File: config.mk
export PLATFORM = sky130hd
export DESIGN_NAME = gear_shift_inhibit_throttle_ramp_flat
export DESIGN_NICKNAME = d
export VERILOG_FILES = /design/src/design/gsitr_pkg.sv /design/src/design/gsitr_if.sv /design/src/design/gear_shift_inhibit_throttle_ramp.sv /design/src/design/gsitr_cfg_regs.sv /design/src/design/gsitr_tick.sv /design/src/flat_wrapper.sv
export SDC_FILE = /design/constraint.sdc
export NUM_CORES = 1
export LEC_CHECK = 0
export BUFFER_PORTS_ARGS = -buffer_cell sky130_fd_sc_hd__clkbuf_2
export CAP_MARGIN = 15
export CORE_ASPECT_RATIO = 0.75
export CORE_MARGIN = 4
export CORE_UTILIZATION = 45
export CTS_BUF_LIST = sky130_fd_sc_hd__clkbuf_2
export DETAILED_ROUTE_END_ITERATION = 8
export MAX_ROUTING_LAYER = met4
export PLACE_DENSITY = 0.64
export SYNTH_ARGS = -nofsm -noshare
export SYNTH_HDL_FRONTEND = slang
export SYNTH_SLANG_ARGS = --single-unit
File: constraint.sdc
create_clock -name clk -period 15.75 [get_ports clk]
set_clock_uncertainty 0.15 [all_clocks]
set_input_delay 3.15 -clock clk [delete_from_list [all_inputs] [get_ports clk]]
set_output_delay 3.15 -clock clk [all_outputs]
set_load 0.005 [all_outputs]
File: src/design/gsitr_pkg.sv
// gsitr_pkg: shared types, constants and register map of the gear and throttle controller
package gsitr_pkg;

  // gear codes as seen on the result channel
  typedef enum logic [1:0] {
    GEAR_P = 2'd0,
    GEAR_R = 2'd1,
    GEAR_N = 2'd2,
    GEAR_D = 2'd3
  } gear_t;

  // register indexes (paddr[3:2])
  localparam logic [1:0] REG_COAST_PERIOD = 2'd0;
  localparam logic [1:0] REG_DRIVE_PERIOD = 2'd1;
  localparam logic [1:0] REG_DEAD_ZONE    = 2'd2;
  localparam logic [1:0] REG_MIN_DUTY     = 2'd3;

  localparam int CFG_ADDR_W = 4;
  localparam int CFG_DATA_W = 32;

  // register reset values
  localparam logic [15:0] COAST_PERIOD_RST = 16'd10;
  localparam logic [15:0] DRIVE_PERIOD_RST = 16'd10;
  localparam logic [6:0]  DEAD_ZONE_RST    = 7'd5;
  localparam logic [6:0]  MIN_DUTY_RST     = 7'd50;

  localparam int RAMP_COUNT_BITS_DEF = 16;

  // selector windows, exclusive bounds
  localparam logic [11:0] SEL_P_LO = 12'd4050;
  localparam logic [11:0] SEL_R_LO = 12'd3180;
  localparam logic [11:0] SEL_R_HI = 12'd3250;
  localparam logic [11:0] SEL_N_LO = 12'd2430;
  localparam logic [11:0] SEL_N_HI = 12'd2520;
  localparam logic [11:0] SEL_D_LO = 12'd1570;
  localparam logic [11:0] SEL_D_HI = 12'd1650;

  // throttle full scale of the adc
  localparam logic [12:0] THR_FULL_SCALE = 13'd4095;
  localparam logic [6:0]  PCT_FULL       = 7'd100;

  // x / 100 as (x * 5243) >> 19, exact for x below 43690
  localparam logic [12:0] DIV100_MUL   = 13'd5243;
  localparam int          DIV100_SHIFT = 19;

  typedef struct packed {
    logic [15:0] coast_decay_period;
    logic [15:0] drive_ramp_period;
    logic [6:0]  dead_zone;
    logic [6:0]  min_duty;
  } cfg_regs_t;

  typedef struct packed {
    logic [11:0] selector_sample;
    logic        selector_valid;
    logic [11:0] throttle_sample;
    logic        throttle_valid;
    logic [15:0] pulse_count;
  } in_item_t;

  // controller state apart from the ramp counter
  typedef struct packed {
    gear_t       target_gear;
    gear_t       accepted_gear;
    gear_t       last_drive_dir;
    logic [6:0]  throttle_pct;
    logic [6:0]  ramped_throttle;
    logic [11:0] last_selector;
  } ctl_state_t;

  // per-tick result before duty scaling
  typedef struct packed {
    gear_t      current_gear;
    gear_t      requested_gear;
    logic       forward_pin;
    logic       reverse_pin;
    logic       motor_on;
    logic [6:0] active_throttle;
  } tick_res_t;

endpackage

File: src/design/gsitr_if.sv
// gsitr_if: valid/ready channel interfaces for tick samples and results
interface gsitr_in_if;
  logic        valid;
  logic        ready;
  logic [11:0] selector_sample;
  logic        selector_valid;
  logic [11:0] throttle_sample;
  logic        throttle_valid;
  logic [15:0] pulse_count;

  modport source (output valid, selector_sample, selector_valid, throttle_sample,
                  throttle_valid, pulse_count, input ready);
  modport sink   (input valid, selector_sample, selector_valid, throttle_sample,
                  throttle_valid, pulse_count, output ready);
endinterface

interface gsitr_out_if;
  logic       valid;
  logic       ready;
  logic [1:0] current_gear;
  logic [1:0] requested_gear;
  logic       forward_pin;
  logic       reverse_pin;
  logic [6:0] pwm_duty;
  logic [6:0] active_throttle;

  modport source (output valid, current_gear, requested_gear, forward_pin, reverse_pin,
                  pwm_duty, active_throttle, input ready);
  modport sink   (input valid, current_gear, requested_gear, forward_pin, reverse_pin,
                  pwm_duty, active_throttle, output ready);
endinterface

File: src/design/gear_shift_inhibit_throttle_ramp.sv
// gear_shift_inhibit_throttle_ramp: gear selector decode, shift inhibit and throttle ramp
//
//   channel   direction  handshake                 transfer carries
//   in_ch     sink       valid/ready               selector, throttle, pulse count
//   out_ch    source     valid/ready               gears, pins, pwm duty, throttle
//   cfg_*     slave      apb write at access phase periods, dead zone, min duty
//
// one tick transfer in and one result out per cycle, sustained while out_ch takes each result
// a tick taken on in_ch shows on out_ch after passing through these registers in order
// (input register, state/product register, result register)
// the whole pipe moves together and holds only while out_ch is full and not taken,
// so in_ch.ready follows the result register alone
// synchronous active-low reset: registers to reset values, gear park, pipe empty
module gear_shift_inhibit_throttle_ramp #(
  parameter int RAMP_COUNT_BITS = gsitr_pkg::RAMP_COUNT_BITS_DEF
) (
  input  logic                              clk,
  input  logic                              rst_n,
  gsitr_in_if.sink                          in_ch,
  gsitr_out_if.source                       out_ch,
  input  logic                              cfg_psel,
  input  logic                              cfg_penable,
  input  logic                              cfg_pwrite,
  input  logic [gsitr_pkg::CFG_ADDR_W-1:0]  cfg_paddr,
  input  logic [gsitr_pkg::CFG_DATA_W-1:0]  cfg_pwdata,
  output logic [gsitr_pkg::CFG_DATA_W-1:0]  cfg_prdata,
  output logic                              cfg_pready
);

  gsitr_pkg::cfg_regs_t       cfg;

  // pipe advance: whole pipe moves unless a result sits untaken
  logic                       adv;

  // stage 1: registered tick sample
  logic                       s1_vld_r;
  gsitr_pkg::in_item_t        s1_item_r;
  gsitr_pkg::in_item_t        in_item;

  // controller state
  gsitr_pkg::ctl_state_t      st_r;
  gsitr_pkg::ctl_state_t      st_nxt;
  logic [RAMP_COUNT_BITS-1:0] cnt_r;
  logic [RAMP_COUNT_BITS-1:0] cnt_nxt;
  gsitr_pkg::tick_res_t       tick_res;

  // stage 2: tick result and throttle*(100-m) product
  logic                       s2_vld_r;
  gsitr_pkg::tick_res_t       s2_res_r;
  logic [13:0]                s2_prod_r;
  logic [6:0]                 s2_min_r;
  logic [6:0]                 min_clamp;
  logic [6:0]                 span;

  // result register
  logic                       out_vld_r;
  gsitr_pkg::tick_res_t       out_res_r;
  logic [6:0]                 out_duty_r;
  logic [26:0]                div_prod;
  logic [6:0]                 duty_nxt;

  gsitr_cfg_regs u_cfg (
    .clk         (clk),
    .rst_n       (rst_n),
    .cfg_psel    (cfg_psel),
    .cfg_penable (cfg_penable),
    .cfg_pwrite  (cfg_pwrite),
    .cfg_paddr   (cfg_paddr),
    .cfg_pwdata  (cfg_pwdata),
    .cfg_prdata  (cfg_prdata),
    .cfg_pready  (cfg_pready),
    .cfg         (cfg)
  );

  assign adv         = !out_vld_r || out_ch.ready;
  assign in_ch.ready = adv;

  assign in_item.selector_sample = in_ch.selector_sample;
  assign in_item.selector_valid  = in_ch.selector_valid;
  assign in_item.throttle_sample = in_ch.throttle_sample;
  assign in_item.throttle_valid  = in_ch.throttle_valid;
  assign in_item.pulse_count     = in_ch.pulse_count;

  // stage 1
  always_ff @(posedge clk) begin
    if (!rst_n) begin
      s1_vld_r <= 1'b0;
    end else if (adv) begin
      s1_vld_r <= in_ch.valid;
    end
  end

  always_ff @(posedge clk) begin
    if (adv && in_ch.valid) begin
      s1_item_r <= in_item;
    end
  end

  // one tick of decode, inhibit and ramp against the current state
  gsitr_tick #(
    .RAMP_COUNT_BITS (RAMP_COUNT_BITS)
  ) u_tick (
    .item    (s1_item_r),
    .st      (st_r),
    .cnt     (cnt_r),
    .cfg     (cfg),
    .st_nxt  (st_nxt),
    .cnt_nxt (cnt_nxt),
    .res     (tick_res)
  );

  // state only commits when the tick moves on to stage 2
  always_ff @(posedge clk) begin
    if (!rst_n) begin
      st_r.target_gear     <= gsitr_pkg::GEAR_P;
      st_r.accepted_gear   <= gsitr_pkg::GEAR_P;
      st_r.last_drive_dir  <= gsitr_pkg::GEAR_P;
      st_r.throttle_pct    <= 7'd0;
      st_r.ramped_throttle <= 7'd0;
      st_r.last_selector   <= 12'd0;
      cnt_r                <= '0;
      s2_vld_r             <= 1'b0;
    end else if (adv) begin
      s2_vld_r <= s1_vld_r;
      if (s1_vld_r) begin
        st_r  <= st_nxt;
        cnt_r <= cnt_nxt;
      end
    end
  end

  // minimum duty limited to full scale; duty span above it
  assign min_clamp = (cfg.min_duty > gsitr_pkg::PCT_FULL) ? gsitr_pkg::PCT_FULL
                                                          : cfg.min_duty;
  assign span      = gsitr_pkg::PCT_FULL - min_clamp;

  always_ff @(posedge clk) begin
    if (adv && s1_vld_r) begin
      s2_res_r  <= tick_res;
      s2_prod_r <= 14'(tick_res.active_throttle) * 14'(span);
      s2_min_r  <= min_clamp;
    end
  end

  // product / 100 by reciprocal multiply, then offset by the minimum duty
  assign div_prod = 27'(s2_prod_r) * 27'(gsitr_pkg::DIV100_MUL);
  assign duty_nxt = s2_res_r.motor_on ? s2_min_r + 7'(div_prod >> gsitr_pkg::DIV100_SHIFT)
                                      : 7'd0;

  always_ff @(posedge clk) begin
    if (!rst_n) begin
      out_vld_r <= 1'b0;
    end else if (adv) begin
      out_vld_r <= s2_vld_r;
    end
  end

  always_ff @(posedge clk) begin
    if (adv && s2_vld_r) begin
      out_res_r  <= s2_res_r;
      out_duty_r <= duty_nxt;
    end
  end

  assign out_ch.valid           = out_vld_r;
  assign out_ch.current_gear    = out_res_r.current_gear;
  assign out_ch.requested_gear  = out_res_r.requested_gear;
  assign out_ch.forward_pin     = out_res_r.forward_pin;
  assign out_ch.reverse_pin     = out_res_r.reverse_pin;
  assign out_ch.pwm_duty        = out_duty_r;
  assign out_ch.active_throttle = out_res_r.active_throttle;

endmodule

File: src/design/gsitr_cfg_regs.sv
// gsitr_cfg_regs: apb register file for ramp periods, dead zone and minimum duty
module gsitr_cfg_regs (
  input  logic                                clk,
  input  logic                                rst_n,
  input  logic                                cfg_psel,
  input  logic                                cfg_penable,
  input  logic                                cfg_pwrite,
  input  logic [gsitr_pkg::CFG_ADDR_W-1:0]    cfg_paddr,
  input  logic [gsitr_pkg::CFG_DATA_W-1:0]    cfg_pwdata,
  output logic [gsitr_pkg::CFG_DATA_W-1:0]    cfg_prdata,
  output logic                                cfg_pready,
  output gsitr_pkg::cfg_regs_t                cfg
);

  gsitr_pkg::cfg_regs_t regs_r;
  logic                 wr_en;
  logic [1:0]           reg_idx;

  assign cfg_pready = 1'b1;
  assign wr_en      = cfg_psel & cfg_penable & cfg_pwrite & cfg_pready;
  assign reg_idx    = cfg_paddr[3:2];
  assign cfg        = regs_r;

  always_ff @(posedge clk) begin
    if (!rst_n) begin
      regs_r.coast_decay_period <= gsitr_pkg::COAST_PERIOD_RST;
      regs_r.drive_ramp_period  <= gsitr_pkg::DRIVE_PERIOD_RST;
      regs_r.dead_zone          <= gsitr_pkg::DEAD_ZONE_RST;
      regs_r.min_duty           <= gsitr_pkg::MIN_DUTY_RST;
    end else if (wr_en) begin
      case (reg_idx)
        gsitr_pkg::REG_COAST_PERIOD: regs_r.coast_decay_period <= cfg_pwdata[15:0];
        gsitr_pkg::REG_DRIVE_PERIOD: regs_r.drive_ramp_period  <= cfg_pwdata[15:0];
        gsitr_pkg::REG_DEAD_ZONE:    regs_r.dead_zone          <= cfg_pwdata[6:0];
        gsitr_pkg::REG_MIN_DUTY:     regs_r.min_duty           <= cfg_pwdata[6:0];
        default: ;
      endcase
    end
  end

  always_comb begin
    case (reg_idx)
      gsitr_pkg::REG_COAST_PERIOD: cfg_prdata = 32'(regs_r.coast_decay_period);
      gsitr_pkg::REG_DRIVE_PERIOD: cfg_prdata = 32'(regs_r.drive_ramp_period);
      gsitr_pkg::REG_DEAD_ZONE:    cfg_prdata = 32'(regs_r.dead_zone);
      gsitr_pkg::REG_MIN_DUTY:     cfg_prdata = 32'(regs_r.min_duty);
      default:                     cfg_prdata = '0;
    endcase
  end

endmodule

File: src/design/gsitr_tick.sv
// gsitr_tick: next-state logic for one control tick (decode, inhibit, ramp, direction)
module gsitr_tick #(
  parameter int RAMP_COUNT_BITS = gsitr_pkg::RAMP_COUNT_BITS_DEF
) (
  input  gsitr_pkg::in_item_t           item,
  input  gsitr_pkg::ctl_state_t         st,
  input  logic [RAMP_COUNT_BITS-1:0]    cnt,
  input  gsitr_pkg::cfg_regs_t          cfg,
  output gsitr_pkg::ctl_state_t         st_nxt,
  output logic [RAMP_COUNT_BITS-1:0]    cnt_nxt,
  output gsitr_pkg::tick_res_t          res
);

  localparam int CW = (RAMP_COUNT_BITS > 16) ? RAMP_COUNT_BITS : 16;
  localparam logic [RAMP_COUNT_BITS-1:0] CNT_MAX = {RAMP_COUNT_BITS{1'b1}};

  logic [11:0]                sel;
  gsitr_pkg::gear_t           tgt;
  logic [18:0]                thr_x100;
  logic [6:0]                 q0;
  logic [12:0]                rem;
  logic [6:0]                 thr;
  logic                       calm;
  gsitr_pkg::gear_t           acc;
  logic [RAMP_COUNT_BITS-1:0] cnt_inc;
  logic [CW-1:0]              cnt_ext;
  logic [CW-1:0]              coast_ext;
  logic [CW-1:0]              drive_ext;
  logic [6:0]                 ramped;
  gsitr_pkg::gear_t           dir;
  logic                       on;

  // selector decode, windows checked park first
  always_comb begin
    sel = item.selector_valid ? item.selector_sample : st.last_selector;
    tgt = st.target_gear;
    if (sel > gsitr_pkg::SEL_P_LO) begin
      tgt = gsitr_pkg::GEAR_P;
    end else if (sel > gsitr_pkg::SEL_R_LO && sel < gsitr_pkg::SEL_R_HI) begin
      tgt = gsitr_pkg::GEAR_R;
    end else if (sel > gsitr_pkg::SEL_N_LO && sel < gsitr_pkg::SEL_N_HI) begin
      tgt = gsitr_pkg::GEAR_N;
    end else if (sel > gsitr_pkg::SEL_D_LO && sel < gsitr_pkg::SEL_D_HI) begin
      tgt = gsitr_pkg::GEAR_D;
    end
  end

  // sample*100/4095: split at 4096, remainder stays below twice the divisor
  always_comb begin
    thr_x100 = {1'b0, item.throttle_sample, 6'b0} + {2'b0, item.throttle_sample, 5'b0}
             + {5'b0, item.throttle_sample, 2'b0};
    q0  = thr_x100[18:12];
    rem = {1'b0, thr_x100[11:0]} + {6'b0, q0};
    if (!item.throttle_valid) begin
      thr = st.throttle_pct;
    end else if (rem >= gsitr_pkg::THR_FULL_SCALE) begin
      thr = q0 + 7'd1;
    end else begin
      thr = q0;
    end
  end

  // shift inhibit
  always_comb begin
    calm = (item.pulse_count == 16'd0) && (thr < cfg.dead_zone);
    acc  = st.accepted_gear;
    if (st.accepted_gear != tgt) begin
      case (tgt)
        gsitr_pkg::GEAR_N: acc = gsitr_pkg::GEAR_N;
        gsitr_pkg::GEAR_P, gsitr_pkg::GEAR_R: begin
          if (calm) acc = tgt;
        end
        default: begin
          if (calm || (st.accepted_gear == gsitr_pkg::GEAR_N &&
                       st.last_drive_dir == gsitr_pkg::GEAR_D)) begin
            acc = gsitr_pkg::GEAR_D;
          end
        end
      endcase
    end
  end

  // saturating ramp counter and gear-dependent throttle filter
  always_comb begin
    cnt_inc   = (cnt == CNT_MAX) ? cnt : cnt + 1'b1;
    cnt_ext   = CW'(cnt_inc);
    coast_ext = CW'(cfg.coast_decay_period);
    drive_ext = CW'(cfg.drive_ramp_period);
    cnt_nxt   = cnt_inc;
    ramped    = st.ramped_throttle;
    case (acc)
      gsitr_pkg::GEAR_N: begin
        if (cnt_ext >= coast_ext) begin
          cnt_nxt = '0;
          if (ramped != 7'd0) ramped = ramped - 7'd1;
        end
      end
      gsitr_pkg::GEAR_D: begin
        if (cnt_ext >= drive_ext) begin
          cnt_nxt = '0;
          if (ramped < thr) ramped = ramped + 7'd1;
          else if (ramped > thr) ramped = thr;
        end
      end
      gsitr_pkg::GEAR_R: ramped = thr;
      default:           ramped = 7'd0;
    endcase
  end

  // direction pins
  always_comb begin
    dir = st.last_drive_dir;
    if (acc == gsitr_pkg::GEAR_D || acc == gsitr_pkg::GEAR_R) dir = acc;
    on = (acc != gsitr_pkg::GEAR_P) && (ramped >= cfg.dead_zone);
    res.current_gear    = acc;
    res.requested_gear  = tgt;
    res.motor_on        = on;
    res.forward_pin     = on && (acc == gsitr_pkg::GEAR_D ||
                                 (acc == gsitr_pkg::GEAR_N && dir == gsitr_pkg::GEAR_D));
    res.reverse_pin     = on && (acc == gsitr_pkg::GEAR_R ||
                                 (acc == gsitr_pkg::GEAR_N && dir != gsitr_pkg::GEAR_D));
    res.active_throttle = ramped;

    st_nxt.target_gear     = tgt;
    st_nxt.accepted_gear   = acc;
    st_nxt.last_drive_dir  = dir;
    st_nxt.throttle_pct    = thr;
    st_nxt.ramped_throttle = ramped;
    st_nxt.last_selector   = sel;
  end

endmodule

File: src/flat_wrapper.sv
// flat-port wrapper written by rule: the top's interface ports become plain ports
module gear_shift_inhibit_throttle_ramp_flat 
#(
  parameter int RAMP_COUNT_BITS = gsitr_pkg::RAMP_COUNT_BITS_DEF
)
  (clk, rst_n, cfg_psel, cfg_penable, cfg_pwrite, cfg_paddr, cfg_pwdata, cfg_prdata, cfg_pready, in_ch_valid, in_ch_selector_sample, in_ch_selector_valid, in_ch_throttle_sample, in_ch_throttle_valid, in_ch_pulse_count, in_ch_ready, out_ch_valid, out_ch_current_gear, out_ch_requested_gear, out_ch_forward_pin, out_ch_reverse_pin, out_ch_pwm_duty, out_ch_active_throttle, out_ch_ready);
  gsitr_in_if in_ch_i ();
  gsitr_out_if out_ch_i ();
  input  logic clk;
  input  logic rst_n;
  input  logic cfg_psel;
  input  logic cfg_penable;
  input  logic cfg_pwrite;
  input  logic [gsitr_pkg::CFG_ADDR_W-1:0] cfg_paddr;
  input  logic [gsitr_pkg::CFG_DATA_W-1:0] cfg_pwdata;
  output logic [gsitr_pkg::CFG_DATA_W-1:0] cfg_prdata;
  output logic cfg_pready;
  input wire logic [$bits(in_ch_i.valid)-1:0] in_ch_valid;
  input wire logic [$bits(in_ch_i.selector_sample)-1:0] in_ch_selector_sample;
  input wire logic [$bits(in_ch_i.selector_valid)-1:0] in_ch_selector_valid;
  input wire logic [$bits(in_ch_i.throttle_sample)-1:0] in_ch_throttle_sample;
  input wire logic [$bits(in_ch_i.throttle_valid)-1:0] in_ch_throttle_valid;
  input wire logic [$bits(in_ch_i.pulse_count)-1:0] in_ch_pulse_count;
  output wire logic [$bits(in_ch_i.ready)-1:0] in_ch_ready;
  output wire logic [$bits(out_ch_i.valid)-1:0] out_ch_valid;
  output wire logic [$bits(out_ch_i.current_gear)-1:0] out_ch_current_gear;
  output wire logic [$bits(out_ch_i.requested_gear)-1:0] out_ch_requested_gear;
  output wire logic [$bits(out_ch_i.forward_pin)-1:0] out_ch_forward_pin;
  output wire logic [$bits(out_ch_i.reverse_pin)-1:0] out_ch_reverse_pin;
  output wire logic [$bits(out_ch_i.pwm_duty)-1:0] out_ch_pwm_duty;
  output wire logic [$bits(out_ch_i.active_throttle)-1:0] out_ch_active_throttle;
  input wire logic [$bits(out_ch_i.ready)-1:0] out_ch_ready;
  assign in_ch_i.valid = in_ch_valid;
  assign in_ch_i.selector_sample = in_ch_selector_sample;
  assign in_ch_i.selector_valid = in_ch_selector_valid;
  assign in_ch_i.throttle_sample = in_ch_throttle_sample;
  assign in_ch_i.throttle_valid = in_ch_throttle_valid;
  assign in_ch_i.pulse_count = in_ch_pulse_count;
  assign in_ch_ready = in_ch_i.ready;
  assign out_ch_valid = out_ch_i.valid;
  assign out_ch_current_gear = out_ch_i.current_gear;
  assign out_ch_requested_gear = out_ch_i.requested_gear;
  assign out_ch_forward_pin = out_ch_i.forward_pin;
  assign out_ch_reverse_pin = out_ch_i.reverse_pin;
  assign out_ch_pwm_duty = out_ch_i.pwm_duty;
  assign out_ch_active_throttle = out_ch_i.active_throttle;
  assign out_ch_i.ready = out_ch_ready;
  gear_shift_inhibit_throttle_ramp #(.RAMP_COUNT_BITS(RAMP_COUNT_BITS)) u_core (.clk(clk), .rst_n(rst_n), .in_ch(in_ch_i), .out_ch(out_ch_i), .cfg_psel(cfg_psel), .cfg_penable(cfg_penable), .cfg_pwrite(cfg_pwrite), .cfg_paddr(cfg_paddr), .cfg_pwdata(cfg_pwdata), .cfg_prdata(cfg_prdata), .cfg_pready(cfg_pready));
endmodule
==> impl_metrics.json <==
{
  "synthesis.area_mm2": 0.0161,
  "drv_slew": 0,
  "tns_ns": 0,
  "gp_congestion": 0.876,
  "leakagePower_nw": 7.76,
  "grt_usage_pct": 20.3,
  "area_growth_pct": 7.15,
  "required_ns": 16.30,
  "cp-start-kind": "flip-flop",
  "p_sw_share_pct": 38.2,
  "p_comb_share_pct": 40.1,
  "cp_max_fo": 11,
  "first_global_vias": 12200,
  "clockBufferDepth": 2,
  "dr.pass1.iters": 7,
  "synth_edf_count": 97,
  "cp_slowest_cell": "edfxtp_1",
  "clkLatencyLatePin_ns": 0.88,
  "grt_overflow": 0,
  "power_switching_mw": 0.531,
  "wl_um": 37100,
  "postSynthCellCount": 1686,
  "drc": 0,
  "clkPwrFrac_pct": 18.6,
  "worstPathArrival_ns": 14.08,
  "fillCellCount": 3321,
  "synth.top_cell.area_share_pct": 18.1,
  "synth_cell_types": 83,
  "clkSlewWorstSetupHoldPaths_ns": 0.31,
  "p_per_area_mw_per_mm2": 80.9,
  "ys_async_sr_fraction_pct": 0,
  "first_iter_violations": 773,
  "drv_cap": 0,
  "initial_core_util_pct": 46.0,
  "setup_viol": 0,
  "endpoint_kind": "flip-flop",
  "cts_root_buffer": "clkbuf_2",
  "max_stage_delay_ns": 0.57,
  "postRouteAntennaNets": 0,
  "rsz0062_at_grt": "no",
  "seq_area_frac_synth_pct": 30.2,
  "synthFlopType": "edfxtp_1",
  "power_frac_seq_pct": 41.3,
  "synth_top_area_cell": "edfxtp_1",
  "die_x_um": 226,
  "cp_common_cell": "fa_1",
  "vias_per_cell": 5.39,
  "grt_pass1_wl_um": 61600,
  "vias": 12100,
  "port_buffers": 104,
  "ys_seq_elements": 194,
  "status": "finished clean",
  "antenna_found_initial": 1,
  "core_area_mm2": 0.0349,
  "hold_buffers": 0,
  "clock_sinks": 194,
  "fin_crit_sh_pct": 85.9,
  "num_io_pins": 140,
  "die_h_um": 172,
  "wl_per_cell_um": 16.6,
  "min_period_ns": 13.53,
  "finalHoldViolCount": 0,
  "intPower_mw": 0.861,
  "finalNonFillerCells": 2239,
  "max_slew_margin_pct": 34.2,
  "hp-class": "flip-flop to flip-flop",
  "grt_max_degree": 74,
  "postCtsSetupBuffers": 0,
  "ys_warn_count": 0,
  "worst_pin_slew_ns": 0.987,
  "cts_resized": 0,
  "drive_gt1_share_pct": 10.4,
  "rows": 59,
  "cts_tree": "done",
  "htreeDepth": 4,
  "path_class": "flip-flop to flip-flop",
  "cts_made_buffers": 17,
  "ys_top_cells_by_count": "inv_1 (232), ha_1 (210), nand2_1 (177), a21oi_1 (109)",
  "synth.most_common_cell": "inv_1",
  "fmax_mhz": 73.9,
  "place_inst": 2205,
  "die-area_mm2": 0.0388,
  "syn_area_per_cell_um2": 9.52,
  "vdd_drop_max_mv": 0.0460,
  "synth_area_leaders": "edfxtp_1 (18%), ha_1 (16%), dfxtp_1 (12%), fa_1 (12%), inv_1 (5.4%)",
  "hpwlAfterDp_um": 29400,
  "fin_nets": 2160
}
-- routing by layer --
metal | track usage (%) | up-vias | wire, µm
met5 | - | - | 0
met4 | 3.99 | 0 | 464
met3 | 3.82 | 33 | 1550
met2 | 31.5 | 227 | 16700
met1 | 28.2 | 5856 | 18400
li1 | - | 5960 | -
-- flip-flops by register name, summed over array words and instances, names as in the netlist, 7 cells and up --
signal	cells
u_core.s2_prod_r	14
u_core.u_cfg.cfg	46
u_core.s1_item_r	42
u_core.cnt_r	16
u_core.st_r	32
u_core.s2_min_r	7
u_core.out_ch.pwm_duty	7
u_core.s2_res_r	14
u_core.out_ch.active_throttle	7
-- kinds of logic (layout without fill, tap and decap cells) --
family,after synthesis,in the layout,share of synthesized area [%]
DFF,194,194,30.2
buffers and inverters,299,379,7.54
adders and majority gates,307,307,28.5
AOI/OAI and AO/OA,321,321,13.8
and+or+nand+nor,464,464,13.5
xor gates and xnor gates,56,56,3.06
muxes,43,43,3.27
other,2,18,0.0468
-- critical path: cells and delay by family (launching register included) --
family,cells,cell delay [ns]
buf+inv,5,0.55
fa+ha+maj,11,4.63
compound gates,15,4.05
xor+xnor,2,0.25
flops,1,0.57
simple gates,17,2.87
mux,1,0.29
-- final timing paths --
path	startpoint	cells after the start	to	slack [ns]
max reg2reg	u_core.s1_item_r[18]$_DFFE_PP_	51	u_core.s2_prod_r[13]$_DFFE_PP_	2.22
min reg2reg	u_core.s2_res_r[8]$_DFFE_PP_	0	u_core.out_ch.reverse_pin$_DFFE_PP_	0.30
max	u_core.s1_item_r[18]$_DFFE_PP_	51	u_core.s2_prod_r[13]$_DFFE_PP_	2.22
min	u_core.s2_res_r[8]$_DFFE_PP_	0	u_core.out_ch.reverse_pin$_DFFE_PP_	0.30
-- power by group through the flow --
stage / Clock, mW / Sequential (mW) / Combinational, mW
2_1_floorplan: 0 / 0.578 / 0.425
3_3_place_gp: 0 / 0.584 / 0.538
3_5_place_dp: 0 / 0.585 / 0.557
4_1_cts: 0.268 / 0.575 / 0.562
5_1_grt: 0.288 / 0.578 / 0.653
6_report: 0.258 / 0.575 / 0.559
-- cells in the final DEF (no fill, tap or decap), types with 11 or more instances in the layout --
| cell type | count |
|---|---|
| nor3_1 | 16 |
| conb_1 | 17 |
| nor2_1 | 93 |
| edfxtp_1 | 97 |
| clkbuf_2 | 121 |
| a21o_1 | 21 |
| o211ai_1 | 19 |
| xor2_1 | 15 |
| a32o_1 | 11 |
| nand3_1 | 45 |
| xnor2_1 | 41 |
| o21ai_0 | 40 |
| mux2i_1 | 33 |
| nor4_1 | 12 |
| o21a_1 | 15 |
| a21oi_1 | 109 |
| nor2b_1 | 12 |
| a211oi_1 | 16 |
| nand2b_1 | 17 |
| and2_1 | 34 |
| nand2_1 | 177 |
| ha_1 | 210 |
| dfxtp_1 | 97 |
| fa_1 | 97 |
| inv_1 | 231 |
-- metrics by stage --
step	total power, mW	util (%)	setup WS (ns)	area (µm²)	hold slack [ns]
floorplan	1.00	-	4.18	16100	0.250
detailed placement	1.14	48.5	2.38	16900	0.257
finish	1.39	49.3	2.22	17200	0.302
CTS	1.41	49.2	2.33	17200	0.299
global route	1.52	49.3	1.30	17200	0.318
global placement	1.12	48.5	2.64	16900	0.254
-- cell type report --
class                   instances  area, µm²  area share (%)
repair buffers                114        616            3.58
clock buffers                  17       85.1           0.495
inverters                     233        875            5.08
clock inverters                15        146           0.851
flip-flops and latches        194       4850            28.2
well taps                     457        572            3.32
multi-input cells            1208      10100            58.4
diodes                          1       2.50          0.0145
(Power assumes the default switching activity.)
